$ cat src/sv/assert_macros.svh
// ----------------------------------------------------------------------------
// assert_macros.svh
// Shared assertion macros, clocked on clock and disabled during reset.
// ----------------------------------------------------------------------------
`ifndef ASSERT_MACROS_SVH
`define ASSERT_MACROS_SVH

// Check an implication property on every rising edge outside reset
`define ASSERT_PROP(lbl, prop, msg) \
   lbl: assert property (@(posedge clock) disable iff (reset) prop) else $error(msg);

// Check that a condition never holds outside reset
`define ASSERT_NEVER(lbl, cond, msg) \
   lbl: assert property (@(posedge clock) disable iff (reset) !(cond)) else $error(msg);

`endif

$ cat src/sv/kcft_pkg.sv
// ----------------------------------------------------------------------------
// kcft_pkg
// Types and constants of the confirmation finality tracker.
// ----------------------------------------------------------------------------
package kcft_pkg;

   // Field widths
   localparam int NUM_W   = 32;
   localparam int SLOT_W  = 5;
   localparam int SCALE_W = 16;
   localparam int ACT_W   = 6;
   localparam int ADDR_W  = 2;
   localparam int REQ_DATA_W = 32;
   localparam int RSP_DATA_W = 40;

   // Quotient bits of the rank division (rank stays below 64)
   localparam int QUO_W  = 6;
   localparam int STEP_W = 3;
   localparam int PROD_W = SCALE_W + ACT_W;

   // Defaults
   localparam int DEF_MAX_PRODUCERS = 32;
   localparam logic [SCALE_W-1:0] DEF_FULL_SCALE = 16'd10000;
   localparam logic [SCALE_W-1:0] DEF_THRESHOLD  = 16'd7000;
   localparam logic [ACT_W-1:0]   DEF_ACTIVE     = 6'd21;

   // Register indexes
   localparam logic [ADDR_W-1:0] REG_FULL_SCALE = 2'd0;
   localparam logic [ADDR_W-1:0] REG_THRESHOLD  = 2'd1;
   localparam logic [ADDR_W-1:0] REG_ACTIVE     = 2'd2;

   typedef enum logic [2:0] {
      ST_IDLE,
      ST_MUL,
      ST_DIV,
      ST_SCAN,
      ST_RESP
   } kcft_state_type;

endpackage

$ cat src/sv/kth_confirmation_finality_tracker.sv
// ----------------------------------------------------------------------------
// kth_confirmation_finality_tracker
// Per-producer confirmed block table with rank selection of the finality number.
// ----------------------------------------------------------------------------
// Each request writes a confirmed block number into its producer's table entry,
// then the block finds the rank-th smallest entry among the n active slots,
// rank = (full_scale - finality_threshold) * n / full_scale clamped to n-1, and
// raises the finality number to it when larger. One request is handled at a
// time: an accept state, a multiply state, 6 restoring divide steps, then a
// scan in which two shared comparators visit each (candidate, entry) pair in
// turn, stopping at the first candidate that holds the rank, and then the
// response is handed over. A rejected slot goes from accept straight to the
// response state. The table sits in a memory with two registered read ports
// and valid bits that reset clears, so no clearing pass is needed.
// ----------------------------------------------------------------------------
module kth_confirmation_finality_tracker #(
   parameter int MAX_PRODUCERS = kcft_pkg::DEF_MAX_PRODUCERS
) (
   input  logic                            clock,
   input  logic                            reset,
   // request: tdata = confirmed_number[31:0]
   input  logic                            req_tvalid,
   output logic                            req_tready,
   input  logic [kcft_pkg::REQ_DATA_W-1:0] req_tdata,
   // request: tuser = producer_slot[4:0]
   input  logic [kcft_pkg::SLOT_W-1:0]     req_tuser,
   // response: tdata = final_number[31:0], advanced[32], slot_error[33], zero pad
   output logic                            rsp_tvalid,
   input  logic                            rsp_tready,
   output logic [kcft_pkg::RSP_DATA_W-1:0] rsp_tdata,
   // configuration write port
   input  logic                            csr_we,
   input  logic [kcft_pkg::ADDR_W-1:0]     csr_addr,
   input  logic [kcft_pkg::SCALE_W-1:0]    csr_wdata
);
   import kcft_pkg::*;

   `include "assert_macros.svh"

   localparam int IDX_W  = $clog2(MAX_PRODUCERS);
   localparam int CNT_W  = $clog2(MAX_PRODUCERS + 1);
   localparam int WIDE_W = (CNT_W > ACT_W) ? CNT_W : ACT_W;

   // Configuration registers
   logic [SCALE_W-1:0] full_scale_ff;
   logic [SCALE_W-1:0] threshold_ff;
   logic [ACT_W-1:0]   active_ff;

   // Table memory and its valid bits
   logic [NUM_W-1:0]         table_mem [MAX_PRODUCERS];
   logic [MAX_PRODUCERS-1:0] valid_ff;
   logic [NUM_W-1:0]         rd_a_ff;
   logic [NUM_W-1:0]         rd_b_ff;
   logic                     ok_a_ff;
   logic                     ok_b_ff;

   // Sequencer
   kcft_state_type     state_ff, state_in;
   logic [IDX_W-1:0]   i_ff, i_in;
   logic [IDX_W-1:0]   j_ff, j_in;
   logic [CNT_W-1:0]   less_ff, less_in;
   logic [CNT_W-1:0]   leq_ff, leq_in;
   logic [PROD_W-1:0]  rem_ff, rem_in;
   logic [QUO_W-1:0]   quo_ff, quo_in;
   logic [STEP_W-1:0]  step_ff, step_in;
   logic [NUM_W-1:0]   final_ff, final_in;
   logic               adv_ff, adv_in;
   logic               err_ff, err_in;

   // Combinational helpers
   logic [WIDE_W-1:0]  n_wide;
   logic [CNT_W-1:0]   n_cnt;
   logic [CNT_W-1:0]   n_m1;
   logic [SCALE_W-1:0] diff;
   logic [PROD_W-1:0]  trial;
   logic [WIDE_W-1:0]  rank_w;
   logic [NUM_W-1:0]   val_a;
   logic [NUM_W-1:0]   val_b;
   logic [NUM_W-1:0]   pick;
   logic               found;
   logic               slot_bad;
   logic               req_acc;
   logic               wr_en;

   // Active slot count saturated to the table size
   always_comb begin
      if (WIDE_W'(active_ff) > WIDE_W'(MAX_PRODUCERS)) begin
         n_wide = WIDE_W'(MAX_PRODUCERS);
      end else begin
         n_wide = WIDE_W'(active_ff);
      end
   end
   assign n_cnt = CNT_W'(n_wide);
   assign n_m1  = n_cnt - CNT_W'(1);

   assign diff     = (threshold_ff >= full_scale_ff) ? '0 : full_scale_ff - threshold_ff;
   assign trial    = PROD_W'(full_scale_ff) << step_ff;
   assign rank_w   = (WIDE_W'(quo_ff) > WIDE_W'(n_m1)) ? WIDE_W'(n_m1) : WIDE_W'(quo_ff);
   assign val_a    = ok_a_ff ? rd_a_ff : '0;
   assign val_b    = ok_b_ff ? rd_b_ff : '0;
   assign slot_bad = WIDE_W'(req_tuser) >= n_wide;
   assign req_acc  = req_tvalid && req_tready;
   assign wr_en    = req_acc && !slot_bad;

   // Configuration writes; an index past the last register is dropped
   always_ff @(posedge clock) begin
      if (reset) begin
         full_scale_ff <= DEF_FULL_SCALE;
         threshold_ff  <= DEF_THRESHOLD;
         active_ff     <= DEF_ACTIVE;
      end else if (csr_we) begin
         case (csr_addr)
            REG_FULL_SCALE: full_scale_ff <= csr_wdata;
            REG_THRESHOLD:  threshold_ff  <= csr_wdata;
            REG_ACTIVE:     active_ff     <= csr_wdata[ACT_W-1:0];
            default:        ;
         endcase
      end
   end

   // Table write and registered reads at the next scan addresses
   always_ff @(posedge clock) begin
      if (wr_en) begin
         table_mem[IDX_W'(req_tuser)] <= req_tdata[NUM_W-1:0];
      end
      rd_a_ff <= table_mem[i_in];
      rd_b_ff <= table_mem[j_in];
   end

   always_ff @(posedge clock) begin
      if (reset) begin
         valid_ff <= '0;
         ok_a_ff  <= 1'b0;
         ok_b_ff  <= 1'b0;
      end else begin
         if (wr_en) begin
            valid_ff[IDX_W'(req_tuser)] <= 1'b1;
         end
         ok_a_ff <= valid_ff[i_in];
         ok_b_ff <= valid_ff[j_in];
      end
   end

   // State and working registers
   always_ff @(posedge clock) begin
      if (reset) begin
         state_ff <= ST_IDLE;
         final_ff <= '0;
         adv_ff   <= 1'b0;
         err_ff   <= 1'b0;
         i_ff     <= '0;
         j_ff     <= '0;
      end else begin
         state_ff <= state_in;
         final_ff <= final_in;
         adv_ff   <= adv_in;
         err_ff   <= err_in;
         i_ff     <= i_in;
         j_ff     <= j_in;
      end
   end

   always_ff @(posedge clock) begin
      less_ff <= less_in;
      leq_ff  <= leq_in;
      rem_ff  <= rem_in;
      quo_ff  <= quo_in;
      step_ff <= step_in;
   end

   // Sequencer: multiply, divide for the rank, then scan candidates
   always_comb begin
      state_in = state_ff;
      i_in     = i_ff;
      j_in     = j_ff;
      less_in  = less_ff;
      leq_in   = leq_ff;
      rem_in   = rem_ff;
      quo_in   = quo_ff;
      step_in  = step_ff;
      final_in = final_ff;
      adv_in   = adv_ff;
      err_in   = err_ff;
      found    = 1'b0;
      pick     = '0;
      case (state_ff)
         ST_IDLE: begin
            if (req_acc) begin
               i_in   = '0;
               j_in   = '0;
               adv_in = 1'b0;
               err_in = slot_bad;
               state_in = slot_bad ? ST_RESP : ST_MUL;
            end
         end
         ST_MUL: begin
            rem_in   = PROD_W'(diff) * PROD_W'(n_wide[ACT_W-1:0]);
            quo_in   = '0;
            step_in  = STEP_W'(QUO_W - 1);
            state_in = ST_DIV;
         end
         ST_DIV: begin
            // one restoring step per cycle, quotient bit step_ff
            if ((full_scale_ff != '0) && (rem_ff >= trial)) begin
               rem_in = rem_ff - trial;
               quo_in[step_ff] = 1'b1;
            end
            if (step_ff == '0) begin
               less_in  = '0;
               leq_in   = '0;
               state_in = ST_SCAN;
            end else begin
               step_in = step_ff - STEP_W'(1);
            end
         end
         ST_SCAN: begin
            // count entries below and not above the current candidate
            less_in = less_ff + CNT_W'(val_b < val_a);
            leq_in  = leq_ff + CNT_W'(val_b <= val_a);
            if (CNT_W'(j_ff) == n_m1) begin
               found = (WIDE_W'(less_in) <= rank_w) && (rank_w < WIDE_W'(leq_in));
               if (found || (CNT_W'(i_ff) == n_m1)) begin
                  pick = found ? val_a : '0;
                  if (pick > final_ff) begin
                     final_in = pick;
                     adv_in   = 1'b1;
                  end
                  state_in = ST_RESP;
               end else begin
                  i_in    = i_ff + IDX_W'(1);
                  j_in    = '0;
                  less_in = '0;
                  leq_in  = '0;
               end
            end else begin
               j_in = j_ff + IDX_W'(1);
            end
         end
         ST_RESP: begin
            if (rsp_tready) begin
               state_in = ST_IDLE;
            end
         end
         default: begin
            state_in = ST_IDLE;
         end
      endcase
   end

   assign req_tready = (state_ff == ST_IDLE);
   assign rsp_tvalid = (state_ff == ST_RESP);
   assign rsp_tdata  = {(RSP_DATA_W - NUM_W - 2)'(0), err_ff, adv_ff, final_ff};

   // Checks
   `ASSERT_PROP(a_final_monotonic, !$past(reset) |-> final_ff >= $past(final_ff), "finality number decreased")
   `ASSERT_NEVER(a_adv_with_err, rsp_tvalid && adv_ff && err_ff, "advance reported on a rejected slot")
   `ASSERT_PROP(a_scan_in_range, (state_ff == ST_SCAN) |-> (CNT_W'(i_ff) < n_cnt) && (CNT_W'(j_ff) < n_cnt), "scan index beyond active slots")
   `ASSERT_PROP(a_err_keeps_final, (req_acc && slot_bad) |=> $stable(final_ff), "rejected slot changed finality number")

endmodule
$ cat config.mk
export PLATFORM = sky130hd
export DESIGN_NAME = kth_confirmation_finality_tracker
export DESIGN_NICKNAME = d
export VERILOG_FILES = /design/src/sv/kcft_pkg.sv /design/src/sv/kth_confirmation_finality_tracker.sv
export VERILOG_INCLUDE_DIRS = /design/src /design/src/sv
export SDC_FILE = /design/constraint.sdc
export NUM_CORES = 2
export LEC_CHECK = 0
export ABC_AREA = 1
export BUFFER_PORTS_ARGS = -buffer_cell sky130_fd_sc_hd__buf_2
export CORE_MARGIN = 2
export CORE_UTILIZATION = 40
export DETAILED_ROUTE_END_ITERATION = 7
export SETUP_SLACK_MARGIN = 0.2
export SYNTH_ARGS = -nofsm -noshare
export SYNTH_HDL_FRONTEND = slang
export SYNTH_SLANG_ARGS = --single-unit
$ cat constraint.sdc
create_clock -name clock -period 8.4 [get_ports clock]
set_clock_uncertainty 0.05 [all_clocks]
set_input_delay 2.1 -clock clock [delete_from_list [all_inputs] [get_ports clock]]
set_output_delay 2.1 -clock clock [all_outputs]
set_load 0.01 [all_outputs]
==> impl_metrics.json <==
{
  "outcome": "finished, final reports clean",
  "insertion_delay_ns": 0.80,
  "hold_viol_final": 0,
  "clockRootBuffer": "clkbuf_16",
  "power_frac_clock_pct": 33.3,
  "numPlacedInstances": 11000,
  "clk_pin_slew_ns": 0.06,
  "seq_power_share_pct": 37.8,
  "start_util_pct": 40.1,
  "p_int_mw": 12.6,
  "cp.required_ns": 8.88,
  "synth_edf_count": 1067,
  "core.rowCount": 156,
  "cpPeakStageDelay_ns": 0.51,
  "gp_congestion": 0.890,
  "grt_pass1_vias": 61700,
  "p_per_area_nw_per_um2": 241,
  "drive_gt1_share_pct": 6.22,
  "total_power_mw": 19.3,
  "route.detailed.drc": 0,
  "critPathBufInv": 5,
  "leakagePower_nw": 34.8,
  "ys_types": 51,
  "holdPathStages": 2,
  "fin_crit_sh_pct": 87.3,
  "globalRoute.totalOverflow": 0,
  "firstDrtPassIters": 8,
  "num_vias": 65600,
  "cts_buffers": 142,
  "cp.arrival_ns": 7.82,
  "crit_family": "adder cells",
  "final_util_pct": 44.3,
  "cts_tree": "yes",
  "final_common_cell": "nand3_1",
  "grt_max_degree": 205,
  "ys_seq_elements": 1250,
  "yosys_warnings": 0,
  "fmax_ghz": 0.136,
  "syn-instance-count": 8958,
  "routed_via_density": 5.84,
  "rrSetupSlack_ns": 1.07,
  "path_common_cell": "nand2_1",
  "drv_cap": 0,
  "synthArstFlopShare_pct": 0,
  "cp-end-kind": "register",
  "finalNetCount": 9012,
  "io_pins": 102,
  "fin_cells": 11200,
  "hold_start": "adv_ff$_SDFFE_PP0P_",
  "tns_ns": 0,
  "grt_usage_pct": 28.4,
  "min_to": "adv_ff$_SDFFE_PP0P_",
  "criticalPathCategory": "reg2reg",
  "grt_setup_unrepaired": "false",
  "cts_buffer_depth": 3,
  "die_h_um": 429,
  "reg2regPathDepth": 42,
  "dp_hpwl_mm": 144,
  "path_max_fanout": 12,
  "relSlewSlack_pct": 19.5,
  "routed_wl_mm": 269,
  "cts_htree_levels": 4,
  "wl_per_cell_um": 23.9,
  "synthFlopType": "edfxtp_1",
  "regToRegEndpoint": "rem_ff[16]$_DFFE_PP_",
  "die_area_um2": 184000,
  "worstMarginPinSlew_ns": 1.21,
  "synth_seq_area_share_pct": 49.3,
  "synthesis.area_um2": 72400,
  "irDropWorstVdd_mv": 0.217,
  "crit_start": "full_scale_ff[0]$_SDFFE_PP0P_",
  "hold_class": "reg2reg",
  "ant_nets": 0,
  "switching_share_pct": 34.8,
  "antenna_found_initial": 22,
  "core_area_um2": 180000,
  "net-switching-power_mw": 6.72,
  "cts_hold_buf": 0,
  "drv_slew": 0,
  "drtIter0Drc": 9226,
  "period_needed_ns": 7.33,
  "worstReg2RegStart": "full_scale_ff[0]$_SDFFE_PP0P_",
  "final_cell_mix": "nand3_1 (2960), nand2_1 (1791), inv_1 (1338)",
  "avgSynthCellArea_um2": 8.08,
  "grt_pass1_wl_mm": 396,
  "cts.sinks": 1250,
  "fp.dieW_um": 429,
  "worst_setup_path_start_kind": "register",
  "combPwrFrac_pct": 28.8,
  "syn_to_final_growth_pct": 10.5,
  "crit_slowest_cell": "fa_1",
  "setup_viol": 0,
  "io_buffers": 95
}
cell usage after synthesis, types with 10 or more instances:
cell	instances	area, um2
a211oi_1	21	158
a21oi_1	151	756
buf_1	17	63.8
buf_2	291	1460
buf_4	27	203
clkbuf_1	289	1080
dfxtp_1	183	3660
edfxtp_1	1067	32000
fa_1	59	1180
ha_1	163	2040
inv_1	1342	5040
inv_2	11	41.3
nand2_1	1794	6730
nand3_1	2961	14800
nand4_1	22	138
nor2_1	226	848
nor3_1	16	80.1
nor4_1	10	62.6
o211ai_1	18	135
o21a_1	27	203
o21ai_0	149	746
xnor2_1	17	149
xor2_1	20	175
power by group through the flow:
| stage | Combinational, mW | Sequential [mW] | Clock (mW) |
|---|---|---|---|
| 2_1_floorplan | 3.92 | 7.25 | 0 |
| 3_3_place_gp | 5.37 | 7.41 | 0 |
| 3_5_place_dp | 5.43 | 7.41 | 0 |
| 4_1_cts | 5.47 | 7.28 | 6.50 |
| 5_1_grt | 6.19 | 7.31 | 6.73 |
| 6_report | 5.56 | 7.30 | 6.43 |
stage by stage:
stage | hold slack, ns | setup WS [ns] | cell area (um2)
floorplan | 0.383 | 2.03 | 72400
global placement | 0.396 | 0.942 | 75200
detailed placement | 0.402 | 0.930 | 75200
CTS | 0.411 | 0.870 | 79900
global route | 0.421 | 0.253 | 80000
finish | 0.404 | 1.07 | 80000
registers in the layout (all words and copies together), names as in the netlist, 16 cells and up:
name,count
threshold_ff,16
full_scale_ff,16
rd_a_ff,32
rd_b_ff,32
valid_ff,32
rem_ff,22
table_mem,1024
final_ff,32
worst register-to-register path, delay by kind of cell, from the launching register on:
family,cells,cell delay [ns]
XOR/XNOR,1,0.24
buffers and inverters,5,0.51
AND/OR/NAND/NOR,18,1.93
adder cells (fa/ha/maj),6,2.23
AO/OA/AOI/OAI,12,1.77
flip-flops,1,0.35
how the worst max path moves through the flow:
stage / to / slack, ns / cells past startpoint
3_5_place_dp: final_ff[29]$_SDFFE_PP0P_ / 0.93 / 33
4_1_cts: final_ff[29]$_SDFFE_PP0P_ / 0.87 / 33
5_1_grt: rem_ff[19]$_DFFE_PP_ / 0.25 / 44
6_report: rem_ff[16]$_DFFE_PP_ / 1.07 / 42
3_3_place_gp: final_ff[29]$_SDFFE_PP0P_ / 0.94 / 33
2_1_floorplan: rem_ff[19]$_DFFE_PP_ / 2.03 / 43
kinds of logic after synthesis:
logic type,synth area share (%)
and+or+nand+nor,31.6
buffers and inverters,10.9
DFF,49.3
AOI/OAI and AO/OA,3.16
adders and majority gates,4.45
xor gates and xnor gates,0.448
muxes,0.0691
other,0.00518
layout make-up:
type / count / area (um2)
Multi-Input combinational cell: 5734 / 29200
Inverter: 1355 / 5100
Tap cell: 2370 / 2970
Sequential cell: 1250 / 35700
Antenna cell: 12 / 30.0
Timing Repair Buffer: 247 / 2170
Clock buffer: 180 / 3900
Clock inverter: 81 / 863
Fill cell: 17500 / 100000
per-layer routing:
layer,global-route usage [%],part of all wire (%)
met5,0,0.021
met4,12.5,4.3
met3,7.50,13
met2,42.1,43
met1,38.9,40
timing repair:
| action | 4_1_cts | 5_1_grt |
|---|---|---|
| buffers inserted | 0 | 0 |
| gates resized for setup | 0 | 5 |
| setup endpoints to repair | 0 | 23 |
Note: power is estimated with default switching activity, not from simulation.
